<file path="config.mk">
export PLATFORM = sky130hd
export DESIGN_NAME = wmdb_cell
export DESIGN_NICKNAME = d
export VERILOG_FILES = /design/src/hdl/window_median_depth_backproject_macros.svh /design/src/hdl/wmdb_pkg.sv /design/src/hdl/wmdb_cell.sv
export SDC_FILE = /design/constraint.sdc
export NUM_CORES = 1
export LEC_CHECK = 0
export BUFFER_PORTS_ARGS = -buffer_cell sky130_fd_sc_hd__buf_2
export CAP_MARGIN = 20
export CORE_UTILIZATION = 47
export DETAILED_ROUTE_END_ITERATION = 16
export PLACE_DENSITY = 0.86
export SETUP_SLACK_MARGIN = 0.15
export SYNTH_ARGS = -nofsm -noshare
export SYNTH_HDL_FRONTEND = slang
export SYNTH_SLANG_ARGS = --single-unit
</file>
<file path="constraint.sdc">
create_clock -name clk -period 1.35 [get_ports clk]
set_input_delay 0 -clock clk [delete_from_list [all_inputs] [get_ports clk]]
set_output_delay 0 -clock clk [all_outputs]
set_load 0.1 [all_outputs]
</file>
<file path="src/hdl/window_median_depth_backproject_macros.svh">
// Assertion helpers used by the top-level RTL file
`ifndef WINDOW_MEDIAN_DEPTH_BACKPROJECT_MACROS_SVH
`define WINDOW_MEDIAN_DEPTH_BACKPROJECT_MACROS_SVH

// Implication checked on every clock edge outside reset
`define WMDB_ASSERT_IMP(label, clk, rst_n, ante, cons, msg) \
    label: assert property (@(posedge clk) disable iff (!rst_n) (ante) |-> (cons)) \
        else $error(msg);

// Next-cycle implication checked outside reset
`define WMDB_ASSERT_NEXT(label, clk, rst_n, ante, cons, msg) \
    label: assert property (@(posedge clk) disable iff (!rst_n) (ante) |=> (cons)) \
        else $error(msg);

`endif

</file>
<file path="src/hdl/wmdb_pkg.sv">
`timescale 1ns / 1ps
package wmdb_pkg;

    localparam int COORD_W = 12;
    localparam int DEPTH_W = 16;
    localparam int GAIN_W  = 32;
    localparam int OUT_W   = 24;
    localparam int FRAC_W  = 30;
    localparam int SUM_W   = 48;
    localparam int NUM_REGS = 5;
    localparam int IDX_W   = 3;

    localparam logic [IDX_W-1:0] REG_X_COL_GAIN = 3'd0;
    localparam logic [IDX_W-1:0] REG_X_ROW_GAIN = 3'd1;
    localparam logic [IDX_W-1:0] REG_X_OFFSET   = 3'd2;
    localparam logic [IDX_W-1:0] REG_Y_ROW_GAIN = 3'd3;
    localparam logic [IDX_W-1:0] REG_Y_OFFSET   = 3'd4;

    localparam logic signed [GAIN_W-1:0] GAIN_ONE = 32'sh4000_0000;

    typedef struct packed {
        logic [COORD_W-1:0] pixel_col;
        logic [COORD_W-1:0] pixel_row;
        logic [DEPTH_W-1:0] depth_value;
        logic               depth_present;
        logic               region_end;
    } pixel_t;

    typedef struct packed {
        logic signed [OUT_W-1:0] point_x;
        logic signed [OUT_W-1:0] point_y;
        logic [DEPTH_W-1:0]      point_z;
        logic                    last_point;
    } point_t;

    // One window slot as held by a cell
    typedef struct packed {
        logic               full;
        logic [COORD_W-1:0] col;
        logic [COORD_W-1:0] row;
        logic [DEPTH_W-1:0] depth;
    } slot_t;

    // Control handed from the window sequencer to the projection stage
    typedef struct packed {
        logic               go;
        logic               last;
        logic [COORD_W-1:0] col;
        logic [COORD_W-1:0] row;
        logic [DEPTH_W-1:0] median;
    } emit_t;

    typedef struct packed {
        logic signed [GAIN_W-1:0] x_col_gain;
        logic signed [GAIN_W-1:0] x_row_gain;
        logic signed [GAIN_W-1:0] x_offset;
        logic signed [GAIN_W-1:0] y_row_gain;
        logic signed [GAIN_W-1:0] y_offset;
    } gains_t;

endpackage

</file>
<file path="src/hdl/wmdb_cell.sv">
`timescale 1ns / 1ps
// One window slot: loads from the input, shifts in from its right neighbour, or clears
module wmdb_cell (
    input  logic           clk,
    input  logic           rst_n,
    input  logic           clear,
    input  logic           shift,
    input  logic           load,
    input  wmdb_pkg::slot_t from_right,
    input  wmdb_pkg::slot_t load_data,
    output wmdb_pkg::slot_t slot
);
    import wmdb_pkg::*;

    slot_t slot_reg;
    slot_t slot_next;

    always_comb
    begin
        slot_next = slot_reg;
        if (clear)
        begin
            slot_next = '0;
        end
        else if (load)
        begin
            slot_next = load_data;
        end
        else if (shift)
        begin
            slot_next = from_right;
        end
    end

    always_ff @(posedge clk or negedge rst_n)
    begin
        if (!rst_n)
        begin
            slot_reg <= '0;
        end
        else
        begin
            slot_reg <= slot_next;
        end
    end

    assign slot = slot_reg;

endmodule

</file>
# ---- Yosys cells after proc, flatten, opt, wreduce, memory -nomap -nowiden
# Cells that the tools add are included.
# Widths: inputs -> output; s select.
dict set report word_totals {
  latch_bits 0
  ram_bits 0
  wordCells 8
  mem_bits_ro 0
  in_bits 87
  out_inout_bits 41
  reg_bits 41
  memories 0
}
dict set report op_classes {
  bitwise 0
  n_mux 3
  magnitude_cmp 0
  n_reduce_logical 1
  div 0
  n_shift 0
  eq_ne 0
  multipliers 0
  addsub 0
}
# operator count
set ops {}
lappend ops {{$mux 41} 3}
lappend ops {{$reduce_bool 3->1} 1}

# ---- Depth between registers and ports, before layout
dict set report depth {
  ltp_word 3
  mapped_depth 4
  ltp_nobuf 2
}

# ---- Least setup slack after synthesis
# Ideal clock, no wire load.
dict set report synth_timing {
  path_kind {flip-flop to flip-flop}
  from {register slot[27] (netlist name)}
  to {register slot_reg, in the netlist slot[27]}
  synth_period_minus_slack_ns 1.397
  required_time_ns 1.263
  stages_incl_launch_ff 3
  path_buffers 0
  t_arrival_ns 1.310
  setup_slack_ns -0.047
  setup_time_ns 0.087
  path_cell_list {dfrtp_1 -> mux2i_1 -> a211oi_2}
}
# element line
set synth_lines {}
lappend synth_lines {{to (signal assigned)} wmdb_cell.sv:43} ;# slot_reg <= slot_next;
lappend synth_lines {{to (decl)} wmdb_cell.sv:15} ;# slot_t slot_reg;

# ---- Worst setup path after layout
dict set report layout_timing {
  from {register slot_reg, in the netlist slot[17]}
  to {output port slot[17] (netlist bit)}
}
# element line
set layout_lines {}
lappend layout_lines {{to (decl)} wmdb_cell.sv:11} ;# output wmdb_pkg::slot_t slot
# No word-level cell between the ends.

==> metrics <==
status=finished clean; Die Wd=69.8 um; worst path required time=1350 ps; main combinational cell family by area after synthesis=multiplexers; Worst-Margin Slew=762 ps; max reg flops=41; critical-path maximum fanout=2; grt ovf=0; Post-DRT Antenna Nets=0; cells on worst reg2reg path=2; Cell Rows=24; top cell type by total area after synthesis=dfrtp_1; Starting Density=49.3%; Clock Power Share=23.1%; worst min path class=primary input to flop; crit path DAT=1090 ps; vias in the first global route=1,829; number of vias per cell=5.10; worst-path cell with the longest stage delay=buf_2; clock root buffer master=clkbuf_8; core area=0.00438 mm^2; number of synthesis warnings=0; Post-Synth Simple-Gate Area=11.9%; CP delay by family, top=buffers and inverters; slowest stage delay, CP=440 ps; area delta synth->final=43.5%; max-slew violations=0; number of port buffers=127; Max Cap Viol=0; min Tclk post-route=1090 ps; LEAKAGE=1.54 nW; area share of fa/ha/maj cells after synthesis=0%; Worst slew margin=49.2%; Comb pwr share=36.6%; clock slew at reported path FFs=70 ps; internal power=2.06 mW; Reg-to-Reg End=slot[27]; Synth Area in Compound Gates=14.9%; Switching Fraction=39.7%; nets=409; Peak VDD IR=0.602 mV; syn nets=270; residual DRC count=0; DR WL/cell=14.2 um; Die Ht=69.8 um; post-synthesis mux area share=19.0%; Total GRT Usage=21.7%; Synth Cell Area=0.00216 mm^2; Highest Clock Rate=917 MHz; diode count=0; worst r2r src=slot[27]; syn_area_per_cell=11.8 um^2; Longest Clk Path Bufs=2; share of cells above drive strength 1=56.5%; DP HPWL=3620 um; Cells after Synth=183; crit path cell chain=buf_2; Synth top area share=47.5%; flop2flop setup slack=520 ps; hold path depth=3; final setup TNS=0 ps; first-pass GRT wire length=8380 um; total routed wirelength=5310 um; largest net degree at the start of global routing=42; Seq pwr share=40.3%; clk_lat worst skew=280 ps; Synth Register Bits=41; CTS buffer count=5; clock tree sinks=41; Critical Path Stages=1; Die ar.=0.00487 mm^2; RD Place Congestion=0.740; io pins=128; CP Launch Point=slot[17]; Switching Power=1.36 mW; CTS tree=done; most used cells in the layout excluding fill and tap cells=buf_2 (127), mux2i_1 (41), nor2b_1 (41), dfrtp_2 (41), a211oi_1 (38); XOR/XNOR Fraction of Synth Area=0%; pwr dens=1100 mW/mm^2; final clock skew=0 ps; DR iter-0 viols=94; Area contributors post-synth=dfrtp_1 (47%), mux2i_1 (19%), a211oi_1 (13%), nor2b_1 (12%), buf_12 (3.7%); element type at the critical path end=primary output; Final Cycle Share=80.8%; CP endpoint=slot[17]; Hold Vio Cnt, Final=0; setup violators final=0; H-tree depth=2; initial antenna violation count=0; DR vias=1,908; synth unique cells=11; PostCTS Resize Cnt=0; worst path bufs/invs=1; WHS=2.23 ps; type of origin of the critical path=flop; CP Class=flop to primary output; most common cell after layout, fill and taps aside=buf_2; sequential fraction of the synthesis area=47.5%; iteration count of the initial detailed-routing pass=4; RSZ-0062 raised after global routing=no
[power groups by stage]
| stage | registers, mW | clock network (mW) | logic, mW |
|---|---|---|---|
| 6_report | 1.38 | 0.790 | 1.25 |
| 5_1_grt | 1.39 | 0.861 | 1.31 |
| 4_1_cts | 1.38 | 0.818 | 1.24 |
| 3_5_place_dp | 1.40 | 0 | 1.22 |
| 3_3_place_gp | 1.40 | 0 | 1.20 |
| 2_1_floorplan | 2.06 | 0 | 0.278 |
[routing by layer]
layer | up-vias | global-route usage (%) | share of wire (%)
li1 | 937 | - | -
met3 | 8 | 6.10 | 5.6
met4 | 0 | 5.33 | 1.3
met2 | 78 | 36.9 | 50
met1 | 885 | 27.3 | 43
met5 | - | 0 | 0
[synth_stat cells]
cell type / instances
dfrtp_1: 41
mux2i_1: 41
nor2b_1: 41
a211oi_1: 38
clkbuf_1: 11
buf_12: 4
a211oi_2: 3
buf_1: 1
buf_2: 1
buf_6: 1
inv_1: 1
[final cells by class]
type	instances	area [um^2]
Timing Repair Buffer	150	878
Fill cell	312	1280
Sequential cell	41	1080
Clock buffer	7	86.3
Inverter	1	3.75
Multi-Input combinational cell	123	990
Tap cell	52	65.1
[per-stage QoR]
stage / setup WS [ps] / power, mW / area (um^2) / util (%) / cells
2_1_floorplan: 236 / 2.34 / 2210 / - / 183
6_report: 259 / 3.42 / 3100 / 70.7 / 374
3_3_place_gp: 457 / 2.60 / 2830 / 64.6 / 349
3_5_place_dp: 405 / 2.61 / 2830 / 64.6 / 349
5_1_grt: 230 / 3.56 / 3100 / 70.7 / 374
4_1_cts: 267 / 3.44 / 3040 / 69.3 / 368
[repair_timing]
action | CTS | global route
hold buffers | 12 | 6
endpoints found under the hold margin | 32 | 6
buffers inserted | 0 | 0
[worst min-delay path by stage]
stage | start | endpoint | slack, ps
CTS | load_data[11] | slot[11] | 0.7
finish | load_data[11] | slot[11] | 2
detailed placement | rst_n | slot[9] | 5
global route | load_data[21] | slot[21] | 5
floorplan | rst_n | slot[0] | -300
global placement | rst_n | slot[9] | -9
[cells by family (layout without fill, tap and decap cells)]
logic type | Yosys count | after routing
compound gates | 41 | 41
buf+inv | 19 | 158
flops | 41 | 41
mux | 41 | 41
simple gates | 41 | 41
[tightest hold or removal path, delay by kind of cell]
kind | cells | cell delay (ps)
AOI/OAI and AO/OA | 1 | 50
buffers and inverters | 1 | 100
and+or+nand+nor | 1 | 100
Power figures use the tool's default switching activity.
