===== config.mk =====
export PLATFORM = sky130hd
export DESIGN_NAME = wmdb_median
export DESIGN_NICKNAME = d
export VERILOG_FILES = /design/src/hdl/window_median_depth_backproject_macros.svh /design/src/hdl/wmdb_pkg.sv /design/src/hdl/wmdb_median.sv
export SDC_FILE = /design/constraint.sdc
export NUM_CORES = 1
export LEC_CHECK = 0
export BUFFER_PORTS_ARGS = -buffer_cell sky130_fd_sc_hd__buf_2
export CORE_MARGIN = 2
export CORE_UTILIZATION = 50
export CTS_CLUSTER_DIAMETER = 30
export DETAILED_ROUTE_END_ITERATION = 10
export GPL_TIMING_DRIVEN = 0
export PLACE_DENSITY = 0.71
export REMOVE_ABC_BUFFERS = 1
export SLEW_MARGIN = 20
export SYNTH_ARGS = -nofsm -noshare
export SYNTH_HDL_FRONTEND = slang
export SYNTH_SLANG_ARGS = --single-unit

===== constraint.sdc =====
create_clock -name clk -period 8.75 [get_ports clk]
set_input_delay 0.875 -clock clk [delete_from_list [all_inputs] [get_ports clk]]
set_output_delay 0.875 -clock clk [all_outputs]
set_load 0.05 [all_outputs]

===== src/hdl/window_median_depth_backproject_macros.svh =====
// Assertion helpers used by the top-level RTL file
`ifndef WINDOW_MEDIAN_DEPTH_BACKPROJECT_MACROS_SVH
`define WINDOW_MEDIAN_DEPTH_BACKPROJECT_MACROS_SVH

// Implication checked on every clock edge outside reset
`define WMDB_ASSERT_IMP(label, clk, rst_n, ante, cons, msg) \
    label: assert property (@(posedge clk) disable iff (!rst_n) (ante) |-> (cons)) \
        else $error(msg);

// Next-cycle implication checked outside reset
`define WMDB_ASSERT_NEXT(label, clk, rst_n, ante, cons, msg) \
    label: assert property (@(posedge clk) disable iff (!rst_n) (ante) |=> (cons)) \
        else $error(msg);

`endif


===== src/hdl/wmdb_pkg.sv =====
`timescale 1ns / 1ps
package wmdb_pkg;

    localparam int COORD_W = 12;
    localparam int DEPTH_W = 16;
    localparam int GAIN_W  = 32;
    localparam int OUT_W   = 24;
    localparam int FRAC_W  = 30;
    localparam int SUM_W   = 48;
    localparam int NUM_REGS = 5;
    localparam int IDX_W   = 3;

    localparam logic [IDX_W-1:0] REG_X_COL_GAIN = 3'd0;
    localparam logic [IDX_W-1:0] REG_X_ROW_GAIN = 3'd1;
    localparam logic [IDX_W-1:0] REG_X_OFFSET   = 3'd2;
    localparam logic [IDX_W-1:0] REG_Y_ROW_GAIN = 3'd3;
    localparam logic [IDX_W-1:0] REG_Y_OFFSET   = 3'd4;

    localparam logic signed [GAIN_W-1:0] GAIN_ONE = 32'sh4000_0000;

    typedef struct packed {
        logic [COORD_W-1:0] pixel_col;
        logic [COORD_W-1:0] pixel_row;
        logic [DEPTH_W-1:0] depth_value;
        logic               depth_present;
        logic               region_end;
    } pixel_t;

    typedef struct packed {
        logic signed [OUT_W-1:0] point_x;
        logic signed [OUT_W-1:0] point_y;
        logic [DEPTH_W-1:0]      point_z;
        logic                    last_point;
    } point_t;

    // One window slot as held by a cell
    typedef struct packed {
        logic               full;
        logic [COORD_W-1:0] col;
        logic [COORD_W-1:0] row;
        logic [DEPTH_W-1:0] depth;
    } slot_t;

    // Control handed from the window sequencer to the projection stage
    typedef struct packed {
        logic               go;
        logic               last;
        logic [COORD_W-1:0] col;
        logic [COORD_W-1:0] row;
        logic [DEPTH_W-1:0] median;
    } emit_t;

    typedef struct packed {
        logic signed [GAIN_W-1:0] x_col_gain;
        logic signed [GAIN_W-1:0] x_row_gain;
        logic signed [GAIN_W-1:0] x_offset;
        logic signed [GAIN_W-1:0] y_row_gain;
        logic signed [GAIN_W-1:0] y_offset;
    } gains_t;

endpackage


===== src/hdl/wmdb_median.sv =====
`timescale 1ns / 1ps
// Median of the selected slots, one comparison round per cycle (odd-even transposition)
module wmdb_median #(
    parameter int WIN = 5
) (
    input  logic                                clk,
    input  logic                                rst_n,
    input  logic                                start,
    input  logic [WIN-1:0]                      sel,
    input  logic [WIN-1:0][wmdb_pkg::DEPTH_W-1:0] depths,
    output logic                                done,
    output logic [wmdb_pkg::DEPTH_W-1:0]        median
);
    import wmdb_pkg::*;

    localparam int RW = $clog2(WIN + 2);
    localparam int CW = $clog2(WIN + 1);

    // unused slots hold the maximum so they settle at the top
    logic [WIN-1:0][DEPTH_W-1:0] v_reg, v_next;
    logic [RW-1:0] round_reg, round_next;
    logic [CW-1:0] cnt_reg, cnt_next;
    logic busy_reg, busy_next;
    logic done_reg, done_next;
    logic [DEPTH_W:0] pair_sum;
    logic [CW-1:0] half_idx;

    always_comb
    begin
        v_next = v_reg;
        round_next = round_reg;
        cnt_next = cnt_reg;
        busy_next = busy_reg;
        done_next = 1'b0;
        if (start)
        begin
            cnt_next = '0;
            for (int i = 0; i < WIN; i++)
            begin
                v_next[i] = sel[i] ? depths[i] : {DEPTH_W{1'b1}};
                cnt_next = cnt_next + CW'(sel[i]);
            end
            round_next = '0;
            busy_next = 1'b1;
        end
        else if (busy_reg)
        begin
            // even rounds compare pairs from slot 0, odd rounds from slot 1
            for (int i = 0; i + 1 < WIN; i++)
            begin
                if ((i[0] == round_reg[0]) && (v_reg[i] > v_reg[i+1]))
                begin
                    v_next[i] = v_reg[i+1];
                    v_next[i+1] = v_reg[i];
                end
            end
            round_next = round_reg + 1'b1;
            if (round_reg == RW'(WIN - 1))
            begin
                busy_next = 1'b0;
                done_next = 1'b1;
            end
        end
    end

    always_ff @(posedge clk or negedge rst_n)
    begin
        if (!rst_n)
        begin
            busy_reg <= 1'b0;
            done_reg <= 1'b0;
            round_reg <= '0;
            cnt_reg <= '0;
        end
        else
        begin
            busy_reg <= busy_next;
            done_reg <= done_next;
            round_reg <= round_next;
            cnt_reg <= cnt_next;
        end
    end

    always_ff @(posedge clk)
    begin
        v_reg <= v_next;
    end

    assign half_idx = cnt_reg >> 1;
    always_comb
    begin
        pair_sum = '0;
        median = '0;
        if (cnt_reg[0])
        begin
            median = v_reg[half_idx];
        end
        else if (cnt_reg != '0)
        begin
            pair_sum = {1'b0, v_reg[half_idx]} + {1'b0, v_reg[half_idx - 1'b1]};
            median = pair_sum[DEPTH_W:1];
        end
    end
    assign done = done_reg;

endmodule


# After elaboration in Yosys (flattened, before gate mapping)

Cells that the tools add are included.

Output and inout port bits: 17
Register bits after elaboration: 88
Word-level logic and storage cells: 65

Bitwise gates (word level): 1
Magnitude comparators: 6
Add/sub/neg operators: 7
Reductions and logical operators: 16
Muxes and demuxes: 25
Equality and inequality tests: 1

Operators by type and width:

| cell                                                       | number |
|---|---|
| two-way mux 80 bit                                         | 2 |
| two-way mux 16 bit                                         | 9 |
| two-way mux 32 bit                                         | 4 |
| greater-than comparator 16 bit                             | 4 |
| binary-select mux 16 bit (select 3 bit)                    | 1 |
| binary-select mux 16 bit (select 2 bit)                    | 1 |
| adder 16 x 16 -> 17 bit                                    | 1 |
| nonzero test 3 bit                                         | 4 |
| AND reduction 2 bit                                        | 5 |
| adder 3 x 1 -> 3 bit                                       | 2 |
| two-way mux 1 bit                                          | 6 |
| two-way mux 3 bit                                          | 2 |
| nonzero test 2 bit                                         | 3 |
| logical AND 1 bit                                          | 4 |
| less-than comparator 2 x 4 -> 1 bit, second input constant | 1 |
| less-than comparator 3 x 4 -> 1 bit, second input constant | 1 |
| adder 2 x 1 -> 3 bit                                       | 1 |
| adder 3 x 1 -> 3 bit, second input constant                | 1 |
| equality test 3 bit, second input constant                 | 1 |
| subtractor 2 x 1 -> 3 bit, second input constant           | 1 |
| adder 1 x 1 -> 2 bit                                       | 1 |
| NOT 1 bit                                                  | 1 |

# Longest topological paths before layout

Gate-level depths: netlist of the first run.

Depth in word-level cells: 8
Gate-level depth with buffers: 16
Gate-level depth less buffers: 12

# Worst setup path before layout of the first run

No wires, ideal clock.

Path type: register to output
Start: register cnt_reg[1]
End: output port median[7] (netlist name)
Data arrival time: 4.248 ns
Slack: 3.627 ns
Cell stages (with the launch flop): 16
Buffers on the path: 3
Cells stage by stage: dfrtp_1 buf_4 inv_1 ha_1 buf_6 clkbuf_1 mux2_2 a21oi_1 o22ai_1 ha_1 a211oi_1 o21ai_0 a21o_1 a21o_1 xnor2_1 o21ai_0

Cells in the longest elaborated chain, start to end: 6

Ends and longest elaborated chain:

| element                                  | line               | text |
|---|---|---|
| start: declaration                       | wmdb_median.sv:22  | `logic [CW-1:0] cnt_reg, cnt_next;` |
| start signal: assignment                 | wmdb_median.sv:80  | `cnt_reg <= cnt_next;` |
| subtractor 2 x 1 -> 3 bit                | wmdb_median.sv:100 | `pair_sum = {1'b0, v_reg[half_idx]} + {1'b0, v_reg[half_idx - 1'b1]};` |
| binary-select mux 16 bit (select 3 bit)  | wmdb_median.sv:100 |  |
| two-way mux 16 bit (implied by the code) | wmdb_median.sv:100 |  |
| adder 16 x 16 -> 17 bit                  | wmdb_median.sv:100 |  |
| two-way mux 16 bit                       | wmdb_median.sv:98  | `else if (cnt_reg != '0)` |
| two-way mux 16 bit (*)                   | wmdb_median.sv:94  | `if (cnt_reg[0])` |
| end: declaration                         | wmdb_median.sv:12  | `output logic [wmdb_pkg::DEPTH_W-1:0] median` |

Mark *: on every way between the ends. The rest lies on a longest branch, timed or not. The select of a mux whose other input is x is not followed.

# Final worst setup path of the first run

Start: register cnt_reg[1]
End: output port median[13] (netlist name)

Same word-level chain as after synthesis.

==> key figures, run 1 <==
Status
  – Status: finished, final reports clean

Worst setup path
  – CP Data Required Time: 7880 ps
  – Reg-to-Reg End: v_reg[21]
  – Crit Path Category: flop to primary output
  – Crit path DAT: approximately 5400 ps
  – Worst setup path start: cnt_reg[1]
  – Startpoint class of the critical path: flop
  – Critical path peak fanout: 56
  – Crit. End Element: primary output
  – Reg2Reg Setup Slack: between 5000 and 6000 ps
  – RR Startpoint: v_reg[42]
  – Reg2Reg Depth: 8

Yosys
  – Synth Cell Area: roughly 8000 µm²
  – Mapped Cells: between 800 and 900
  – Top FF cell, synth: edfxtp_1
  – Post-synth cell types: 59
  – Number of flops mapped to enable cells by yosys: 80
  – Syn Area/Cell: approximately 9.5 µm²
  – Post-synth ARST share: under 10%
  – Seq cells post-synth: 88
  – Yosys warnings: 0
  – Seq/Total Area, Yosys: around a third

STA
  – Actual slew at the worst max-slew pin: roughly 1100 ps
  – Crit share post-route: 71.82%
  – Slew Limit Fails: 0
  – Final setup fails: 0
  – Setup TNS: 0 ps
  – Final min period: approximately 6300 ps
  – Post-route setup slack: 2466 ps
  – Fmax: ~160 MHz
  – Unrepaired setup endpoints after global routing: no
  – Hold Vio Cnt, Final: 0
  – Worst Clk Skew: around 12 ps
  – Rel. slew slack: around 28%

Floorplan
  – Die span in x: around 130 µm
  – Initial cell density of the core: a little over 50%
  – I/O pin count: around 110
  – Die footprint: 17,180 µm²
  – Core footprint: ~16,000 µm²
  – Die Height: 131.1 µm
  – Std cell rows: 46

Routing
  – Wire per inst: ~20 µm
  – Drt first pass iters: 7
  – Final ANT Viol Nets: 0
  – Total routed wirelength: 22.94 mm
  – DR iter-0 viols: between 600 and 700
  – Via count: about 7,000
  – DRC: 0
  – Via-per-instance ratio: 6.221

Clock network
  – Root Buffer: clkbuf_16
  – Clk_lat worst skew: approximately 350 ps
  – H-tree level count: 3
  – Cts-stage hold buffer count: 0
  – CTS sink count: 88
  – CTS tree: yes
  – Post_cts resized: 0
  – Clk buf depth: 2
  – Total setup buffers inserted after CTS: 0
  – Clk slew on worst S/H paths: approximately 60 ps
  – Num CTS Buffers: 9

Pwr
  – Net Switching: 0.001802 W
  – Sequential share of power: 28.3%
  – Cell-internal power: 0.001811 W
  – Sw Ratio: between 40% and 50%
  – Clock share of power: ~12%
  – Pwr dens: 400.3 nW/µm²
  – Maximum VDD drop: about 220 µV
  – Comb power frac: roughly three fifths
  – Leakage power: approximately 4 nW

Layout
  – Final #Nets: ~1,100
  – Max reg flops: 80
  – Commonest non-fill, non-tap cell in the layout: buf_2
  – Fill cells: 1,446
  – Non-filler cells, final: approximately 1,100
  – N_diodes: 0
  – Most frequent cells in the layout: 103 x buf_2, 93 x inv_1, 83 x ha_1
  – Share of layout cells above drive strength 1: about 17%
  – Area growth from synthesis to layout: 11.78%

Flow run
  – Max-cap viol count: 0

GRT
  – Vias in the first global route: 6,579
  – Largest net degree at the start of global routing: 84
  – Global route total overflow: 0
  – Initial antenna violation count: 0
  – All-Layer GR Usage: about 27%
  – First-pass GRT wire length: 35.31 mm

Min path
  – Worst min path class: input pin to async pin

Placement
  – Detailed Place HPWL: 17.22 mm
  – PortBufs: approximately 100
  – Gpl congestion: 0.9048
  – Inst Count DP: approximately 1,100
  – Pre-CTS setup slack: about 2800 ps
[cells by family after synthesis]
group,count (synthesis),synth area share [%]
AO/OA/AOI/OAI,269,23.42
XOR/XNOR,12,1.302
adder cells (fa/ha/maj),86,13.61
buffers and inverters,145,7.531
flip-flops,88,32.23
multiplexers,52,9.174
AND/OR/NAND/NOR,199,12.74
[power by group through the flow]
stage | Sequential (W) | Combinational (W) | Clock, W
6_report | 0.00102 | 0.00217 | 0.000417
3_3_place_gp | 0.00101 | 0.00207 | 0
3_5_place_dp | 0.00101 | 0.00214 | 0
2_1_floorplan | 0.000863 | 0.00166 | 0
5_1_grt | 0.00104 | 0.00241 | 0.000432
4_1_cts | 0.00100 | 0.00216 | 0.000418
[final cells by class]
cell class	count	area (µm²)	area share, %
repair buffers	107	589.3	6.530
flip-flops and latches	88	2606	28.88
clock inverters	3	67.56	0.7486
multi-input cells	618	4902	54.32
inverters	93	349.1	3.868
well taps	216	270.3	2.995
clock buffers	13	240.2	2.662
[layer usage]
| metal | GRT usage, % | up-vias | wire length [µm] |
|---|---|---|---|
| li1 | - | 3353 | - |
| met1 | 39.88 | 3352 | 9898 |
| met2 | 42.49 | 343 | 10310 |
| met3 | 4.221 | 32 | 2311 |
| met4 | 6.633 | 0 | 420 |
| met5 | 0 | - | 0 |
[worst max path at each step]
stage | end | slack (ps) | depth (start not counted)
finish | median[13] | 2470 | 13
global placement | median[15] | 1840 | 13
detailed placement | median[15] | 2840 | 13
global route | median[15] | 2030 | 13
floorplan | median[7] | 2220 | 12
CTS | median[15] | 2460 | 13
[worst max-delay path, stage by stage, from the launching register on]
cell	delay, ps
dfrtp_4	760
inv_1	230
ha_1	900
or2_1	670
o221ai_4	170
and3_1	250
fa_1	420
a211oi_1	360
o21ai_0	270
nand4_1	200
a31oi_1	140
xnor2_1	150
o21ai_0	210
buf_2	320
[through the flow]
step                      total power (W)  hold slack (ps)  utilization (%)  area, µm²
after global placement           0.003081            525.9            54.37       8606
after CTS                        0.003580            383.7            57.01       9024
final                            0.003613            388.7            57.02       9025
after floorplan                  0.002523            504.9                -       7815
after detailed placement         0.003155            541.5            55.07       8716
after global routing             0.003885            391.5            57.02       9025
[Yosys cell counts (18+ instances only)]
cell type | number | area (µm²)
inv_1 | 93 | 349.1
a22o_1 | 18 | 157.7
o22ai_1 | 31 | 193.9
a21oi_1 | 47 | 235.2
ha_1 | 83 | 1039
mux2i_1 | 20 | 200.2
edfxtp_1 | 80 | 2402
o21ai_0 | 35 | 175.2
a211oi_1 | 19 | 142.6
nand2b_1 | 20 | 125.1
nor2_1 | 49 | 183.9
nand2_1 | 43 | 161.4
nor3_1 | 29 | 145.1
clkbuf_1 | 31 | 116.4
No activity file was read; power rests on OpenSTA's default activity.
==> run 2, diff against run 1 <==
==> constraint.sdc (replaced) <==
create_clock -name clk -period 6 [get_ports clk]
set_input_delay 0.6 -clock clk [delete_from_list [all_inputs] [get_ports clk]]
set_output_delay 0.6 -clock clk [all_outputs]
set_load 0.05 [all_outputs]
==> key figures, run 2 (synthesized netlist as in run 1, its figures left out) <==
Clock network
  – CTS tree: yes
  – Clk buf depth: 2
  – CTS sink count: between 80 and 90
  – H-tree level count: 3
  – Num CTS Buffers: 9
  – Root Buffer: clkbuf_16
  – Clk_lat worst skew: ~350 ps
  – Clk slew on worst S/H paths: approximately 60 ps
  – Cts-stage hold buffer count: 0

Worst setup path
  – Slowest stage delay, CP: between 700 and 800 ps
  – CP Cell Sequence: inv_1, ha_2, or2_2, o221ai_4, and3_1, fa_1, a211oi_1, o21ai_0, nand4_1, a31oi_1, a311oi_1, o21ai_0, buf_2
  – Buf/Inv on CP: 2
  – Cell family with most CP delay: compound AO/OA/AOI/OAI gates
  – Crit path DAT: 4880 ps
  – CP Data Required Time: between 5000 and 6000 ps
  – Critical path peak fanout: 25
  – Startpoint class of the critical path: flop
  – Crit. End Element: primary output
  – Worst-path cell with the longest stage delay: dfrtp_1
  – RR Startpoint: v_reg[42]
  – Worst setup path start: cnt_reg[2]
  – Crit Path Category: flop to primary output
  – CP most frequent cell: o21ai_0

STA
  – Rel. slew slack: around 28%
  – Actual slew at the worst max-slew pin: 1079 ps
  – Final setup fails: 0
  – Hold Vio Cnt, Final: 0
  – Slew Limit Fails: 0
  – Hold_ws: around 110 ps
  – Worst Clk Skew: 8.207 ps
  – Fmax: approximately 180 MHz
  – Final min period: about 5500 ps
  – Setup TNS: 0 ps
  – Crit share post-route: 91.36%
  – Post-route setup slack: 518.3 ps
  – Unrepaired setup endpoints after global routing: no

Floorplan
  – Core footprint: approximately 16,000 µm²
  – Die span in x: approximately 130 µm
  – Std cell rows: 46
  – Die footprint: between 15,000 and 20,000 µm²
  – Initial cell density of the core: 51.01%
  – I/O pin count: 105
  – Die Height: ~130 µm

Routing
  – DRC: 0
  – Via count: 7,074
  – Drt first pass iters: 6
  – Via-per-instance ratio: ~6.2
  – DR iter-0 viols: a little under 800
  – Final ANT Viol Nets: 0
  – Wire per inst: 20.14 µm
  – Total routed wirelength: around 23 mm

GRT
  – Vias in the first global route: ~6,600
  – Largest net degree at the start of global routing: 84
  – Global route total overflow: 0
  – All-Layer GR Usage: a little over a quarter
  – First-pass GRT wire length: between 30 and 40 mm
  – Initial antenna violation count: 0

Layout
  – Max reg flops: 80
  – Area growth from synthesis to layout: 11.81%
  – Utilization after layout: between 50% and 60%
  – Share of layout cells above drive strength 1: 17.68%
  – Sequential Area: roughly 2600 µm²
  – Fill cells: between 1,000 and 1,500
  – Final #Nets: 1,091
  – N_diodes: 0
  – Multi-input gate area: slightly below 5000 µm²
  – Most frequent cells in the layout: 103 x buf_2, 93 x inv_1, 82 x ha_1
  – Commonest non-fill, non-tap cell in the layout: buf_2

Min path
  – Worst min path class: input pin to async pin

Pwr
  – PnR Total Power: between 0.005 and 0.006 W
  – Pwr dens: between 500 and 600 nW/µm²
  – Maximum VDD drop: approximately 320 µV
  – Leakage power: roughly 4.0 nW

Placement
  – Gpl congestion: 0.9048
  – Pre-CTS setup slack: 365.4 ps
  – PortBufs: ~100
  – Detailed Place HPWL: 17.22 mm

Status
  – Status: finished, final reports clean

Flow run
  – Max-cap viol count: 0
run 2: cell counts in the layout (fill, tap and decap cells not counted):
No cell type changed its count.
run 2: what timing repair did:
action,in CTS,in global routing
buffers inserted,0,0
setup endpoints to repair,1,1
resized for setup,1,1
endpoints found under the hold margin,0,0
run 2: final cells by class:
cell class | instances | area share [%]
multi-input cells | 618 | 54.33
repair buffers | 107 | 6.528
inverters | 93 | 3.867
clock inverters | 3 | 0.7484
clock buffers | 13 | 2.661
well taps | 216 | 2.994
flip-flops and latches | 88 | 28.87
run 2: routing by layer:
layer  track usage, %  vias up  routed length, µm
li1                 -     3355                  -
met1            40.01     3360              10000
met2            42.64      333              10270
met5                0        -                  0
met3            4.140       26               2319
met4            6.258        0                329
run 2: final timing paths:
kind / end / slack (ps) / cells past startpoint
setup / recovery: median[15] / 520 / 13
hold / removal: done / 110 / 1
setup reg to reg: v_reg[21] / 2310 / 8
hold reg to reg: round_reg[2] / 560 / 2
max in group asynchronous: cnt_reg[1] / 5670 / 1
min in group clk: v_reg[10] / 550 / 2
run 2: power by group:
part | switching [W] | internal, W | total (W)
logic | 0.00191 | 0.00126 | 0.00317
clock network | 0.000241 | 0.000366 | 0.000607
registers | 0.000475 | 0.00102 | 0.00149
total | 0.00263 | 0.00264 | 0.00527
run 2: metrics by stage:
| stage | instance area, µm² | cells |
|---|---|---|
| final | 9027 | 1138 |
| after CTS | 9026 | 1138 |
| after global routing | 9027 | 1138 |
| after global placement | 8606 | 1119 |
| after floorplan | 7815 | 799 |
| after detailed placement | 8716 | 1122 |
==> run 3, diff against run 2 <==
--- a/config.mk
+++ b/config.mk
@@ -6,12 +6,14 @@
 export NUM_CORES = 1
 export LEC_CHECK = 0
 export BUFFER_PORTS_ARGS = -buffer_cell sky130_fd_sc_hd__buf_2
+export CELL_PAD_IN_SITES_DETAIL_PLACEMENT = 1
+export CELL_PAD_IN_SITES_GLOBAL_PLACEMENT = 2
 export CORE_MARGIN = 2
-export CORE_UTILIZATION = 50
+export CORE_UTILIZATION = 37
 export CTS_CLUSTER_DIAMETER = 30
 export DETAILED_ROUTE_END_ITERATION = 10
 export GPL_TIMING_DRIVEN = 0
-export PLACE_DENSITY = 0.71
+export PLACE_DENSITY_LB_ADDON = 0.1
 export REMOVE_ABC_BUFFERS = 1
 export SLEW_MARGIN = 20
 export SYNTH_ARGS = -nofsm -noshare
==> key figures, run 3 (synthesized netlist as in run 1, its figures left out) <==
Status
  – Status: finished, final reports clean

STA
  – Fmax: roughly 180 MHz
  – Rel. slew slack: roughly 28%
  – Setup TNS: 0 ps
  – Hold Vio Cnt, Final: 0
  – Crit share post-route: about nine tenths
  – Slew Limit Fails: 0
  – Worst Clk Skew: 10.67 ps
  – Hold_ws: 87.80 ps
  – Actual slew at the worst max-slew pin: about 1100 ps
  – Final setup fails: 0
  – Final min period: between 5000 and 6000 ps
  – Unrepaired setup endpoints after global routing: no

Clock network
  – Clk slew on worst S/H paths: 70 ps
  – Num CTS Buffers: 9
  – H-tree level count: 3
  – CTS sink count: 88
  – CTS tree: yes
  – Cts-stage hold buffer count: 0
  – Clk buf depth: 2
  – Clk_lat worst skew: approximately 360 ps
  – Root Buffer: clkbuf_16

Routing
  – Wire per inst: ~23 µm
  – Via count: 7,194
  – Via-per-instance ratio: approximately 6
  – Drt first pass iters: 4
  – Met2 WL post-DR: about 13 mm
  – DR WL met3: 1.256 mm
  – Total routed wirelength: 28.09 mm
  – DR iter-0 viols: around 450
  – DRC: 0
  – Final ANT Viol Nets: 0
  – Metal-1 WL: between 10 and 15 mm
  – DR top layer: met4

Pwr
  – PnR Total Power: 0.005532 W
  – Pwr dens: between 600 and 700 nW/µm²
  – Leakage power: just over 4 nW
  – Maximum VDD drop: 148.1 µV

Worst setup path
  – Crit path DAT: ~5000 ps
  – Crit. End Element: primary output
  – Crit Path Category: flop to primary output
  – Startpoint class of the critical path: flop
  – Critical path peak fanout: 29
  – CP Data Required Time: between 5000 and 6000 ps

GRT
  – All-Layer GR Usage: roughly a quarter
  – Global route total overflow: 0
  – Largest net degree at the start of global routing: 68
  – Initial antenna violation count: 0
  – Vias in the first global route: ~7,400
  – First-pass GRT wire length: 42.50 mm

Floorplan
  – Die footprint: around 23,000 µm²
  – Core footprint: between 20,000 and 25,000 µm²
  – I/O pin count: 105
  – Initial cell density of the core: 37.34%
  – Die Height: 151.7 µm
  – Std cell rows: 54
  – Die span in x: between 150 and 200 µm

Placement
  – Dpl cell area: 8832 µm²
  – Detailed Place HPWL: 21.70 mm
  – PortBufs: around 100
  – Gpl congestion: 0.8843

Layout
  – Commonest non-fill, non-tap cell in the layout: buf_2
  – Area growth from synthesis to layout: 14.16%
  – N_diodes: 0
  – Most frequent cells in the layout: 103 x buf_2, 93 x inv_1, 82 x ha_1
  – Max reg flops: 80
  – Final #Nets: ~1,100
  – Post-route cell area: approximately 9200 µm²
  – Share of layout cells above drive strength 1: a little under a fifth

Min path
  – Worst min path class: input pin to async pin

Flow run
  – Max-cap viol count: 0
run 3: cell count changes in the layout (fill, tap and decap cells not counted), sizes merged:
cell	change
clkbuf	-4
buf	+3
inv	+2
bufinv	+1
clkinv	+1
run 3: worst max-delay path: stages, from the launching register on:
cell and delay (ps):
dfrtp_4 730, inv_1 250, ha_4 300, inv_1 530, o221ai_4 220, and3_1 250
fa_1 440, a211oi_1 400, o21ai_0 310, a21o_1 230, a21o_1 210, xnor2_1 130
o21ai_0 230, buf_2 320
run 3: final timing paths:
kind,start,end,slack [ps],cells after the start
worst min-delay path,rst_n,round_reg[2],90,1
worst max-delay path,cnt_reg[1],median[7],480,13
min in group clk,depths[0],v_reg[0],530,2
worst max register to register,v_reg[44],v_reg[20],2030,9
worst min register to register,round_reg[2],round_reg[2],590,2
max in group asynchronous,rst_n,cnt_reg[1],5690,1
run 3: repair_timing:
item / 4_1_cts / 5_1_grt
buffers inserted: 0 / 1
setup endpoints to repair: 6 / 3
resized for setup: 2 / 2
run 3: area by class of cell:
class / instances / area [µm²]
clock buffers: 9 / 225.2
clock inverters: 7 / 126.4
fillers: 2534 / 12400
inverters: 93 / 349.1
multi-input cells: 618 / 4920
flip-flops and latches: 88 / 2608
well taps: 280 / 350.3
repair buffers: 110 / 639.4
run 3: where the power goes:
part | leakage, nW | internal [W] | switching, W | total, W
sequential | 0.876 | 0.00102 | 0.000484 | 0.00150
clock | 0.168 | 0.000413 | 0.000274 | 0.000687
combinational | 3.00 | 0.00129 | 0.00205 | 0.00334
total | 4.04 | 0.00272 | 0.00281 | 0.00553
run 3: through the flow:
| stage | std cells | util [%] | worst slack [ps] |
|---|---|---|---|
| CTS | 1204 | 42.49 | 100.2 |
| finish | 1205 | 42.63 | 481.4 |
| detailed placement | 1188 | 40.85 | -95.58 |
| global placement | 1183 | 40.17 | -929.0 |
| global route | 1205 | 42.63 | 291.1 |
| floorplan | 799 | - | -254.4 |
run 3: per-layer routing:
| metal | vias up | track usage (%) |
|---|---|---|
| li1 | 3356 | - |
| met1 | 3632 | 35.12 |
| met3 | 27 | 2.784 |
| met4 | 0 | 6.204 |
| met2 | 179 | 39.89 |
| met5 | - | 0 |
